`config.mk`:
```
export PLATFORM = sky130hd
export DESIGN_NAME = postfix_expression_evaluator_unit
export DESIGN_NICKNAME = d
export VERILOG_FILES = /design/src/rtl/core/pfe_pkg.sv /design/src/rtl/core/postfix_expression_evaluator_unit.sv
export SDC_FILE = /design/constraint.sdc
export NUM_CORES = 2
export LEC_CHECK = 0
export BUFFER_PORTS_ARGS = -buffer_cell sky130_fd_sc_hd__buf_4
export CAP_MARGIN = 30
export CORE_ASPECT_RATIO = 0.6
export CORE_MARGIN = 2
export CORE_UTILIZATION = 55
export CTS_BUF_LIST = sky130_fd_sc_hd__clkbuf_4 sky130_fd_sc_hd__clkbuf_8
export DETAILED_ROUTE_END_ITERATION = 6
export PLACE_DENSITY = 0.71
export RECOVER_POWER = 50
export SLEW_MARGIN = 20
export SYNTH_ARGS = -nofsm -noshare
export SYNTH_HDL_FRONTEND = slang
export SYNTH_SLANG_ARGS = --single-unit
```
`constraint.sdc`:
```
create_clock -name clk -period 21.7 [get_ports clk]
set_clock_uncertainty 0.1 [all_clocks]
set_input_delay 2.17 -clock clk [delete_from_list [all_inputs] [get_ports clk]]
set_output_delay 2.17 -clock clk [all_outputs]
set_load 0.01 [all_outputs]
```
`src/rtl/core/pfe_pkg.sv`:
```
// Shared constants for the postfix expression evaluator.
package pfe_pkg;

  localparam int STACK_DEPTH = 16;
  localparam int ADDR_W      = $clog2(STACK_DEPTH);
  localparam int CNT_W       = $clog2(STACK_DEPTH + 1);
  localparam int DATA_W      = 32;
  localparam int DIV_STEP_W  = $clog2(DATA_W);

  // Character codes.
  localparam logic [7:0] CH_ZERO    = 8'h30;
  localparam logic [7:0] CH_MUL     = 8'h2A;
  localparam logic [7:0] CH_DIV     = 8'h2F;
  localparam logic [7:0] CH_ADD     = 8'h2B;
  localparam logic [7:0] CH_SUB     = 8'h2D;
  localparam logic [7:0] CH_SPACE   = 8'h20;
  localparam logic [7:0] CH_NEWLINE = 8'h0A;

  // Operator codes.
  localparam logic [1:0] OP_ADD = 2'd0;
  localparam logic [1:0] OP_SUB = 2'd1;
  localparam logic [1:0] OP_MUL = 2'd2;
  localparam logic [1:0] OP_DIV = 2'd3;

  // Error codes, equal to the reported status.
  localparam logic [1:0] ERR_NONE      = 2'd0;
  localparam logic [1:0] ERR_MALFORMED = 2'd1;
  localparam logic [1:0] ERR_DIVZERO   = 2'd2;

  localparam logic [DATA_W-1:0] VALUE_MALFORMED = 32'hFFFF_FFFF;
  localparam logic [DATA_W-1:0] VALUE_DIVZERO   = 32'hFFFF_FC18;  // -1000

endpackage

```
`src/rtl/core/postfix_expression_evaluator_unit.sv`:
```
// Postfix expression evaluator: operand stack in a synchronous RAM, iterative divider.
//
// Usage: characters of a postfix expression come in on the in_ channel, one word
// each, with in_action low. Digits and other bytes push (byte - '0'); '+', '-', '*'
// and '/' pop two entries and push the result; space and newline are skipped.
// A word with in_action high finishes the expression: one result word goes out
// on the out_ channel (value, status), and stack and error are cleared.
// Status 0 is ok, 1 malformed (underflow, overflow, leftover entries) with value
// -1, 2 division by zero with value -1000. The first error sticks until finish.
// '+', '-', '*' do one RAM read of the second operand, then writeback; '/' runs
// the 32-step restoring divider between read and writeback. No new word is taken
// until an operator is done; push, skip and finish need no extra state.
// Latency: a finish word shows on out_valid the cycle after it is accepted.
// The result sits in an output register; symbol words keep flowing while it
// waits. A finish word is held off only while that register is full and
// out_ready is low. Reset (rst_n low, synchronous) empties the stack, clears the
// error and out_valid; RAM contents stay undefined, never read unwritten.
module postfix_expression_evaluator_unit
  import pfe_pkg::*;
(
  input  logic              clk,
  input  logic              rst_n,
  input  logic              in_valid,
  output logic              in_ready,
  input  logic              in_action,
  input  logic [7:0]        in_symbol,
  output logic              out_valid,
  input  logic              out_ready,
  output logic [DATA_W-1:0] out_value,
  output logic [1:0]        out_status
);

  localparam logic [1:0] S_IDLE = 2'd0;  // take a word
  localparam logic [1:0] S_OPRD = 2'd1;  // second operand arrives from RAM
  localparam logic [1:0] S_DIV  = 2'd2;  // divider iterating
  localparam logic [1:0] S_DWB  = 2'd3;  // sign fix and writeback of quotient

  // Operand stack. top_r mirrors the entry at cnt_r-1, so an operator needs
  // only one RAM read, at cnt_r-2, issued every cycle and used only in S_OPRD.
  // No write is made in the cycle the used read is issued, so no bypass is needed.
  logic [DATA_W-1:0] stack_mem [STACK_DEPTH];
  logic [DATA_W-1:0] rd_data_r;
  logic [ADDR_W-1:0] rd_addr;
  logic              we;
  logic [ADDR_W-1:0] wr_addr;
  logic [DATA_W-1:0] wr_data;

  logic [1:0]        state_r, state_nxt;
  logic [CNT_W-1:0]  cnt_r, cnt_nxt;
  logic [1:0]        err_r, err_nxt;
  logic [DATA_W-1:0] top_r, top_nxt;
  logic [1:0]        op_r, op_nxt;
  logic [ADDR_W-1:0] wb_addr_r, wb_addr_nxt;

  // Divider datapath
  logic [DATA_W-1:0]     rem_r, rem_nxt;
  logic [DATA_W-1:0]     quo_r, quo_nxt;
  logic [DATA_W-1:0]     dvs_r, dvs_nxt;
  logic                  neg_r, neg_nxt;
  logic [DIV_STEP_W-1:0] step_r, step_nxt;

  logic              out_valid_r, out_valid_nxt;
  logic [DATA_W-1:0] out_value_r, out_value_nxt;
  logic [1:0]        out_status_r, out_status_nxt;

  logic              in_fire;
  logic              is_skip;
  logic              is_op;
  logic [1:0]        sym_op;
  logic [CNT_W-1:0]  cnt_m2;
  logic [DATA_W-1:0] opn_n, opn_t;
  logic [DATA_W-1:0] mag_n, mag_t;
  logic [DATA_W-1:0] mul_res;
  logic [DATA_W:0]   rem_sh;
  logic [DATA_W:0]   rem_diff;
  logic [DATA_W-1:0] quo_fix;

  assign in_ready   = (state_r == S_IDLE) && (!in_action || !out_valid_r || out_ready);
  assign in_fire    = in_valid && in_ready;
  assign out_valid  = out_valid_r;
  assign out_value  = out_value_r;
  assign out_status = out_status_r;

  // Symbol decode
  always_comb begin
    is_skip = (in_symbol == CH_SPACE) || (in_symbol == CH_NEWLINE);
    is_op   = 1'b1;
    sym_op  = OP_ADD;
    unique case (in_symbol)
      CH_ADD:  sym_op = OP_ADD;
      CH_SUB:  sym_op = OP_SUB;
      CH_MUL:  sym_op = OP_MUL;
      CH_DIV:  sym_op = OP_DIV;
      default: is_op  = 1'b0;
    endcase
  end

  assign cnt_m2  = cnt_r - CNT_W'(2);
  assign opn_n   = rd_data_r;   // next entry
  assign opn_t   = top_r;       // top entry
  assign mag_n   = opn_n[DATA_W-1] ? (DATA_W'(0) - opn_n) : opn_n;
  assign mag_t   = opn_t[DATA_W-1] ? (DATA_W'(0) - opn_t) : opn_t;
  assign mul_res = opn_n * opn_t;

  // One restoring division step
  assign rem_sh   = {rem_r, quo_r[DATA_W-1]};
  assign rem_diff = rem_sh - {1'b0, dvs_r};
  assign quo_fix  = neg_r ? (DATA_W'(0) - quo_r) : quo_r;

  always_comb begin
    state_nxt      = state_r;
    cnt_nxt        = cnt_r;
    err_nxt        = err_r;
    top_nxt        = top_r;
    op_nxt         = op_r;
    wb_addr_nxt    = wb_addr_r;
    rem_nxt        = rem_r;
    quo_nxt        = quo_r;
    dvs_nxt        = dvs_r;
    neg_nxt        = neg_r;
    step_nxt       = step_r;
    out_valid_nxt  = out_valid_r && !out_ready;
    out_value_nxt  = out_value_r;
    out_status_nxt = out_status_r;
    we             = 1'b0;
    wr_addr        = cnt_r[ADDR_W-1:0];
    wr_data        = DATA_W'(in_symbol) - DATA_W'(CH_ZERO);
    rd_addr        = cnt_m2[ADDR_W-1:0];

    unique case (state_r)
      S_IDLE: begin
        if (in_fire) begin
          if (in_action) begin
            out_valid_nxt = 1'b1;
            priority if (err_r == ERR_DIVZERO) begin
              out_value_nxt  = VALUE_DIVZERO;
              out_status_nxt = ERR_DIVZERO;
            end else if (err_r != ERR_NONE || cnt_r != CNT_W'(1)) begin
              out_value_nxt  = VALUE_MALFORMED;
              out_status_nxt = ERR_MALFORMED;
            end else begin
              out_value_nxt  = top_r;
              out_status_nxt = ERR_NONE;
            end
            cnt_nxt = '0;
            err_nxt = ERR_NONE;
          end else if (err_r == ERR_NONE && !is_skip) begin
            if (is_op) begin
              if (cnt_r < CNT_W'(2)) begin
                err_nxt = ERR_MALFORMED;
              end else begin
                op_nxt      = sym_op;
                wb_addr_nxt = cnt_m2[ADDR_W-1:0];
                state_nxt   = S_OPRD;
              end
            end else if (cnt_r >= CNT_W'(STACK_DEPTH)) begin
              err_nxt = ERR_MALFORMED;
            end else begin
              we      = 1'b1;
              top_nxt = wr_data;
              cnt_nxt = cnt_r + CNT_W'(1);
            end
          end
        end
      end
      S_OPRD: begin
        wr_addr   = wb_addr_r;
        state_nxt = S_IDLE;
        unique case (op_r)
          OP_ADD: wr_data = opn_n + opn_t;
          OP_SUB: wr_data = opn_n - opn_t;
          OP_MUL: wr_data = mul_res;
          OP_DIV: wr_data = opn_t;
        endcase
        if (op_r == OP_DIV) begin
          if (opn_t == '0) begin
            err_nxt = ERR_DIVZERO;
            cnt_nxt = cnt_m2;
          end else begin
            rem_nxt   = '0;
            quo_nxt   = mag_n;
            dvs_nxt   = mag_t;
            neg_nxt   = opn_n[DATA_W-1] ^ opn_t[DATA_W-1];
            step_nxt  = DIV_STEP_W'(DATA_W - 1);
            state_nxt = S_DIV;
          end
        end else begin
          we      = 1'b1;
          top_nxt = wr_data;
          cnt_nxt = cnt_r - CNT_W'(1);
        end
      end
      S_DIV: begin
        if (!rem_diff[DATA_W]) begin
          rem_nxt = rem_diff[DATA_W-1:0];
        end else begin
          rem_nxt = rem_sh[DATA_W-1:0];
        end
        quo_nxt = {quo_r[DATA_W-2:0], !rem_diff[DATA_W]};
        if (step_r == '0) begin
          state_nxt = S_DWB;
        end else begin
          step_nxt = step_r - DIV_STEP_W'(1);
        end
      end
      S_DWB: begin
        we        = 1'b1;
        wr_addr   = wb_addr_r;
        wr_data   = quo_fix;
        top_nxt   = quo_fix;
        cnt_nxt   = cnt_r - CNT_W'(1);
        state_nxt = S_IDLE;
      end
      default: state_nxt = S_IDLE;
    endcase
  end

  // Stack RAM, registered read
  always_ff @(posedge clk) begin
    if (we) begin
      stack_mem[wr_addr] <= wr_data;
    end
    rd_data_r <= stack_mem[rd_addr];
  end

  // Control state
  always_ff @(posedge clk) begin
    if (!rst_n) begin
      state_r     <= S_IDLE;
      cnt_r       <= '0;
      err_r       <= ERR_NONE;
      out_valid_r <= 1'b0;
    end else begin
      state_r     <= state_nxt;
      cnt_r       <= cnt_nxt;
      err_r       <= err_nxt;
      out_valid_r <= out_valid_nxt;
    end
  end

  // Payload
  always_ff @(posedge clk) begin
    top_r        <= top_nxt;
    op_r         <= op_nxt;
    wb_addr_r    <= wb_addr_nxt;
    rem_r        <= rem_nxt;
    quo_r        <= quo_nxt;
    dvs_r        <= dvs_nxt;
    neg_r        <= neg_nxt;
    step_r       <= step_nxt;
    out_value_r  <= out_value_nxt;
    out_status_r <= out_status_nxt;
  end

endmodule
```
# After elaboration in Yosys (flattened, before gate mapping)
# Memory sizes are Yosys's and may differ from the RTL's. A register that Yosys moved wholly into a read port is not among the register bits.
# Cells that the tools add are included.
dict set report word_totals {
  ff_bits 184
  mem_bits_rw 512
  input_bits 13
  output_inout_bits 36
  elab_cells 168
  mem_count 1
}
dict set report op_classes {
  addsub 11
  multipliers 1
  magnitude_cmp 2
  n_eq_ne 33
  n_mux 66
  n_bitwise 4
  reduce_logical 34
}
# memory depth word_bits read_ports rd_ports_with_merged_regs write_ports line_no
set memory_table {}
lappend memory_table {stack_mem 16 32 1 1 1 postfix_expression_evaluator_unit.sv:41} ;# logic [DATA_W-1:0] stack_mem [STACK_DEPTH];
# operator count
set ops {}
lappend ops {{$mux 32} 13}
lappend ops {{$pmux 32 s2} 3}
lappend ops {{$pmux 32 s4} 1}
lappend ops {{$pmux 32 s3} 1}
lappend ops {{$sub 1x32->32 const A} 3}
lappend ops {{$mux 5} 10}
lappend ops {{$eq 8x6->1 const B} 5}
lappend ops {{$sub 33x32->33} 1}
lappend ops {{$add 32x32->32} 1}
lappend ops {{$logic_not 32->1} 1}
lappend ops {{$mul 32x32->32} 1}
lappend ops {{$mux 2} 16}
lappend ops {{$sub 32x32->32} 1}
lappend ops {{$mux 31} 1}
lappend ops {{$ne 2x2->1 const B} 12}
lappend ops {{$reduce_and 6->1} 3}
lappend ops {{$pmux 5 s3} 1}
lappend ops {{$reduce_and 7->1} 2}
lappend ops {{$mux 1} 13}
lappend ops {{$eq 2x2->1 const B} 5}
lappend ops {{$mux 10} 1}
lappend ops {{$pmux 5 s2} 1}
lappend ops {{$sub 5x1->5 const B} 2}
lappend ops {{$ne 3x3->1 const B} 3}
lappend ops {{other kinds (29)} 50}

# Logic depth before layout (Yosys ltp)
dict set report logic_depth {
  ltp_word 10
  mapped_depth 27
  ltp_nobuf 25
}

# Least setup slack after synthesis
# No wires, ideal clock.
dict set report synth_path {
  kind {register -> register}
  from {register top_r[6], in the netlist opn_t[6]}
  to {register top_r[23], in the netlist opn_t[23] (data pin)}
  setup_ps 431
  arrival_ps 7558
  required_time_ps 21169
  path_slack_ps 13610
  stages_incl_launch_ff 26
  path_buffers 2
  period_less_slack_ps 8090
  path_cell_list {edfxtp_1 -> clkbuf_1 -> clkbuf_1 -> and2_1 -> fa_1 -> fa_1 -> fa_1 -> inv_1 -> fa_1 -> inv_1 -> fa_1 -> inv_1 -> fa_1 -> inv_1 -> fa_1 -> fa_1 -> ha_1 -> nand2_1 -> a21oi_1 -> o21ai_0 -> a21oi_1 -> nor2_1 -> o21ai_0 -> a21oi_1 -> xor2_1 -> o311ai_0}
}
dict set report synth_between {
  elab_chain_len 4
  elab_cells_between_ends 6
  classes_between {add/sub: 2; mul: 1; mux: 3}
}
# item line_no
set synth_rtl {}
lappend synth_rtl {{start: declaration} postfix_expression_evaluator_unit.sv:51} ;# logic [DATA_W-1:0] top_r, top_nxt;
lappend synth_rtl {{start signal: assignment} postfix_expression_evaluator_unit.sv:243} ;# top_r <= top_nxt;
lappend synth_rtl {{$mul 32x32->32 (tied with other cells)} postfix_expression_evaluator_unit.sv:103} ;# assign mul_res = opn_n * opn_t;
lappend synth_rtl {{$pmux 32 s4 (*)} postfix_expression_evaluator_unit.sv:169} ;# unique case (op_r)
lappend synth_rtl {{$mux 32 (*)} postfix_expression_evaluator_unit.sv:175} ;# if (op_r == OP_DIV) begin
lappend synth_rtl {{$pmux 32 s3 (*)} postfix_expression_evaluator_unit.sv:130} ;# unique case (state_r)
lappend synth_rtl {{via top_nxt[23]} postfix_expression_evaluator_unit.sv:51}
# Mark *: on every way through the listed nets, which the timed path passes. The rest lies on a longest branch. The select of a mux whose other input is x is not followed.
# A chain may end at the register's enable or synchronous reset.

# Worst setup path after layout
dict set report layout_path {
  from {register cnt_r[0]}
  to {register rd_data_r[18], in the netlist opn_n[18] (read register of stack_mem)}
}
dict set report layout_between {
  elab_chain_len 1
}
# item line_no
set layout_rtl {}
lappend layout_rtl {{start: declaration} postfix_expression_evaluator_unit.sv:49} ;# logic [CNT_W-1:0] cnt_r, cnt_nxt;
lappend layout_rtl {{start signal: assignment} postfix_expression_evaluator_unit.sv:235} ;# cnt_r <= cnt_nxt;
lappend layout_rtl {{$sub 5x2->5} postfix_expression_evaluator_unit.sv:98} ;# assign cnt_m2 = cnt_r - CNT_W'(2);
lappend layout_rtl {{end: declaration} postfix_expression_evaluator_unit.sv:42} ;# logic [DATA_W-1:0] rd_data_r;
# Every way passes these cells.

==> results.sh <==
export IMPL_start_util_pct=55.6
export IMPL_root_buffer="clkbuf_8"
export IMPL_dr_total_vias=33106
export IMPL_post_cts_repair_setup_buffers=0
export IMPL_cellPowerDensity_nw_per_um2=168
export IMPL_use_met1_pct=48.8
export IMPL_area_growth_pct=7.64
export IMPL_ys_seq_area_share_pct=43.0
export IMPL_met2_usage_pct=42.1
export IMPL_slew_headroom_pct=-143
export IMPL_cts_sinks=728
export IMPL_syn_area_sq_um=49900
export IMPL_num_rows=85
export IMPL_hold_depth=2
export IMPL_die_area_sq_um=93200
export IMPL_fin_crit_sh_pct=47.9
export IMPL_p_comb_share_pct=70.1
export IMPL_holdCritStartpoint="out_valid$_SDFF_PN0_"
export IMPL_grt_pass1_wl_um=211000
export IMPL_fin_tns_setup_ns=0
export IMPL_r2r_start="cnt_r[0]$_SDFFE_PN0P_"
export IMPL_setup_viol=0
export IMPL_cpMaxStageDelayCell="clkbuf_1"
export IMPL_tightest_slew_ns=3.65
export IMPL_netlist_top_cells_area="edfxtp_1 41%, fa_1 16%, mux4_2 7.2%"
export IMPL_hp_class="register to register"
export IMPL_p_clk_share_pct=12.4
export IMPL_start_kind="register"
export IMPL_io_pins=49
export IMPL_die_width_um=393
export IMPL_reg2reg_to="opn_n[18]$_DFF_P_"
export IMPL_hold_slack_ns=0.425
export IMPL_htreeDepth=3
export IMPL_synth_edf_count=686
export IMPL_ys_ff_latch=728
export IMPL_fp_coreArea_sq_um=89800
export IMPL_p_int_w=0.00472
export IMPL_yosysMostFrequentCell="edfxtp_1"
export IMPL_io_buffer_count=48
export IMPL_grt_max_degree=69
export IMPL_n_fill_cell=7284
export IMPL_die_height_um=237
export IMPL_grt_pass1_vias=32680
export IMPL_critical_path_endpoint_type="register"
export IMPL_violations="capacitance limit, slew limit"
export IMPL_p_seq_share_pct=17.5
export IMPL_grt_busiest_layer="met1"
export IMPL_yosys_area_top_type="edfxtp_1"
export IMPL_criticalPathCategory="register to register"
export IMPL_dp_hpwl_um=93600
export IMPL_synth_ff_type="edfxtp_1"
export IMPL_rsz0062_at_grt="no"
export IMPL_yosysWarnings=0
export IMPL_met3_usage_pct=8.61
export IMPL_overflow=0
export IMPL_hold_end="out_valid$_SDFF_PN0_"
export IMPL_antenna_found_initial=6
export IMPL_cts_tree="done"
export IMPL_r2r_slack_ns=11.31
export IMPL_crit_required_ns=22.21
export IMPL_register_area_sq_um=21400
export IMPL_outcome="finished, violations left"
export IMPL_final_nets=4757
export IMPL_post_drt_wl_per_cell_um=25.5
export IMPL_sw_frac_of_total_pct=47.5
export IMPL_synth_avg_cell_area_sq_um=12.2
export IMPL_multi_input_area_sq_um=25800
export IMPL_drc=0
export IMPL_drv_slew=838
export IMPL_crit_path_cell_trace="clkbuf_1 -> clkbuf_1 -> clkbuf_1 -> clkbuf_1 -> mux4_2 -> mux4_2"
export IMPL_yosysUniqueCellTypes=79
export IMPL_rr_worst_depth=6
export IMPL_synth_nets=4723
export IMPL_firstDrtPassIters=6
export IMPL_fmax_mhz=96.3
export IMPL_max_stage_delay_ns=2.59
export IMPL_cts_buffers=103
export IMPL_power_switching_w=0.00428
export IMPL_postCtsHoldBufs=0
export IMPL_clock_latency_ns=0.81
export IMPL_clockBufferDepth=3
export IMPL_fin_util_pct=59.8
export IMPL_maxCapViolCount=24
export IMPL_drive_gt1_share_pct=11.8
export IMPL_crit_path_frequent_cell="clkbuf_1"
export IMPL_postCtsResizedCells=0
export IMPL_hold_violations=0
export IMPL_irDropWorstVdd_v=0.000657
export IMPL_avgViaCountPerCell=6.08
export IMPL_p_leak_nw=20.5
export IMPL_cts_clk_slew_worst_paths_ns=0.07
export IMPL_crit_fanout=44
export IMPL_drt_iter0_drc=3847
export IMPL_gp_congestion=0.965
export IMPL_grt_use_total_pct=30.7
export IMPL_finalWirelength_um=139000
export IMPL_cp_arrival_ns=10.90
export IMPL_ys_async_sr_fraction_pct=0
export IMPL_ant_nets=0
export IMPL_synth_top_area_share_pct=41.3
export IMPL_synthCells=4100
export IMPL_period_needed_ns=10.39
export IMPL_synth_common_cells="686 x edfxtp_1, 457 x inv_1, 410 x fa_1"
[sequential cells by signal, indices dropped and copies added, names as in the netlist, 4 cells and up, named ones only]
| signal | flops |
|---|---|
| step_r | 5 |
| quo_r | 32 |
| out_value | 32 |
| cnt_r | 5 |
| dvs_r | 32 |
| stack_mem | 512 |
| rem_r | 32 |
| opn_n | 32 |
| wb_addr_r | 4 |
| opn_t | 32 |
[stage by stage]
step	cells	worst slack [ns]	total power, W	area, sq um
detailed placement	5243	13.14	0.00772	51900
finish	5442	11.31	0.00900	53700
CTS	5434	13.08	0.00888	54000
floorplan	4100	13.61	0.00607	49900
global route	5440	9.66	0.00968	53700
global placement	5238	13.24	0.00768	51800
[final cells by class]
| class | instances | share of cell area (%) |
|---|---|---|
| inverters | 458 | 3.20 |
| clock inverters | 52 | 0.671 |
| flip-flops and latches | 728 | 39.9 |
| diodes | 4 | 0.0186 |
| well taps | 1218 | 2.84 |
| repair buffers | 176 | 1.99 |
| clock buffers | 139 | 3.23 |
| multi-input cells | 2667 | 48.1 |
[power by group through the flow]
stage               clock network, W  logic [W]  registers (W)
global placement                   0    0.00608        0.00160
CTS                          0.00113    0.00618        0.00157
detailed placement                 0    0.00612        0.00160
floorplan                          0    0.00448        0.00159
global route                 0.00119    0.00692        0.00157
finish                       0.00111    0.00631        0.00157
[cells in the final DEF, fill, tap and decap left out, types with 29 or more instances in the layout]
cell type    n
nor3_1      33
dfxtp_1     41
mux4_2     160
clkbuf_1    72
o31ai_1     48
nand3_1     47
inv_1      457
or2_2       30
a21o_1      38
clkbuf_8   110
fa_1       410
xor2_1     106
and2_1     311
nand2_1    385
clkbuf_4    30
ha_1       200
nor2_1     102
xnor2_1    140
edfxtp_1   686
nand2b_1    29
a21oi_1    136
o21ai_0    159
buf_4       99
[cells by family after synthesis]
group | count (synthesis) | share of synthesized area (%)
xor+xnor | 249 | 4.42
fa+ha+maj | 610 | 21.5
buf+inv | 705 | 5.33
compound gates | 559 | 7.25
mux | 177 | 7.57
flops | 728 | 43.0
simple gates | 1072 | 11.0
[worst max-delay path: cells and delay by family, from the launching register on]
| family | cells | cell delay [ns] |
|---|---|---|
| DFF | 1 | 0.61 |
| muxes | 2 | 1.27 |
| buffers and inverters | 4 | 8.05 |
[worst max-delay path by stage]
stage | start | endpoint | slack [ns] | cells after the start
2_1_floorplan | opn_t[6]$_DFFE_PP_ | opn_t[23]$_DFFE_PP_ | 13.61 | 25
3_3_place_gp | opn_t[6]$_DFFE_PP_ | stack_mem[4][27]$_DFFE_PP_ | 13.24 | 23
3_5_place_dp | opn_t[7]$_DFFE_PP_ | stack_mem[1][28]$_DFFE_PP_ | 13.14 | 22
4_1_cts | opn_t[7]$_DFFE_PP_ | stack_mem[12][28]$_DFFE_PP_ | 13.08 | 22
5_1_grt | cnt_r[0]$_SDFFE_PN0P_ | opn_n[18]$_DFF_P_ | 9.66 | 6
6_report | cnt_r[0]$_SDFFE_PN0P_ | opn_n[18]$_DFF_P_ | 11.31 | 6
[per-layer routing]
| layer | share of wire, % | wire, um |
|---|---|---|
| met2 | 41 | 56900 |
| met5 | 0.0094 | 13 |
| met1 | 44 | 61500 |
| met4 | 1.7 | 2340 |
| met3 | 13 | 18100 |
No activity file was read; power rests on OpenSTA's default activity.
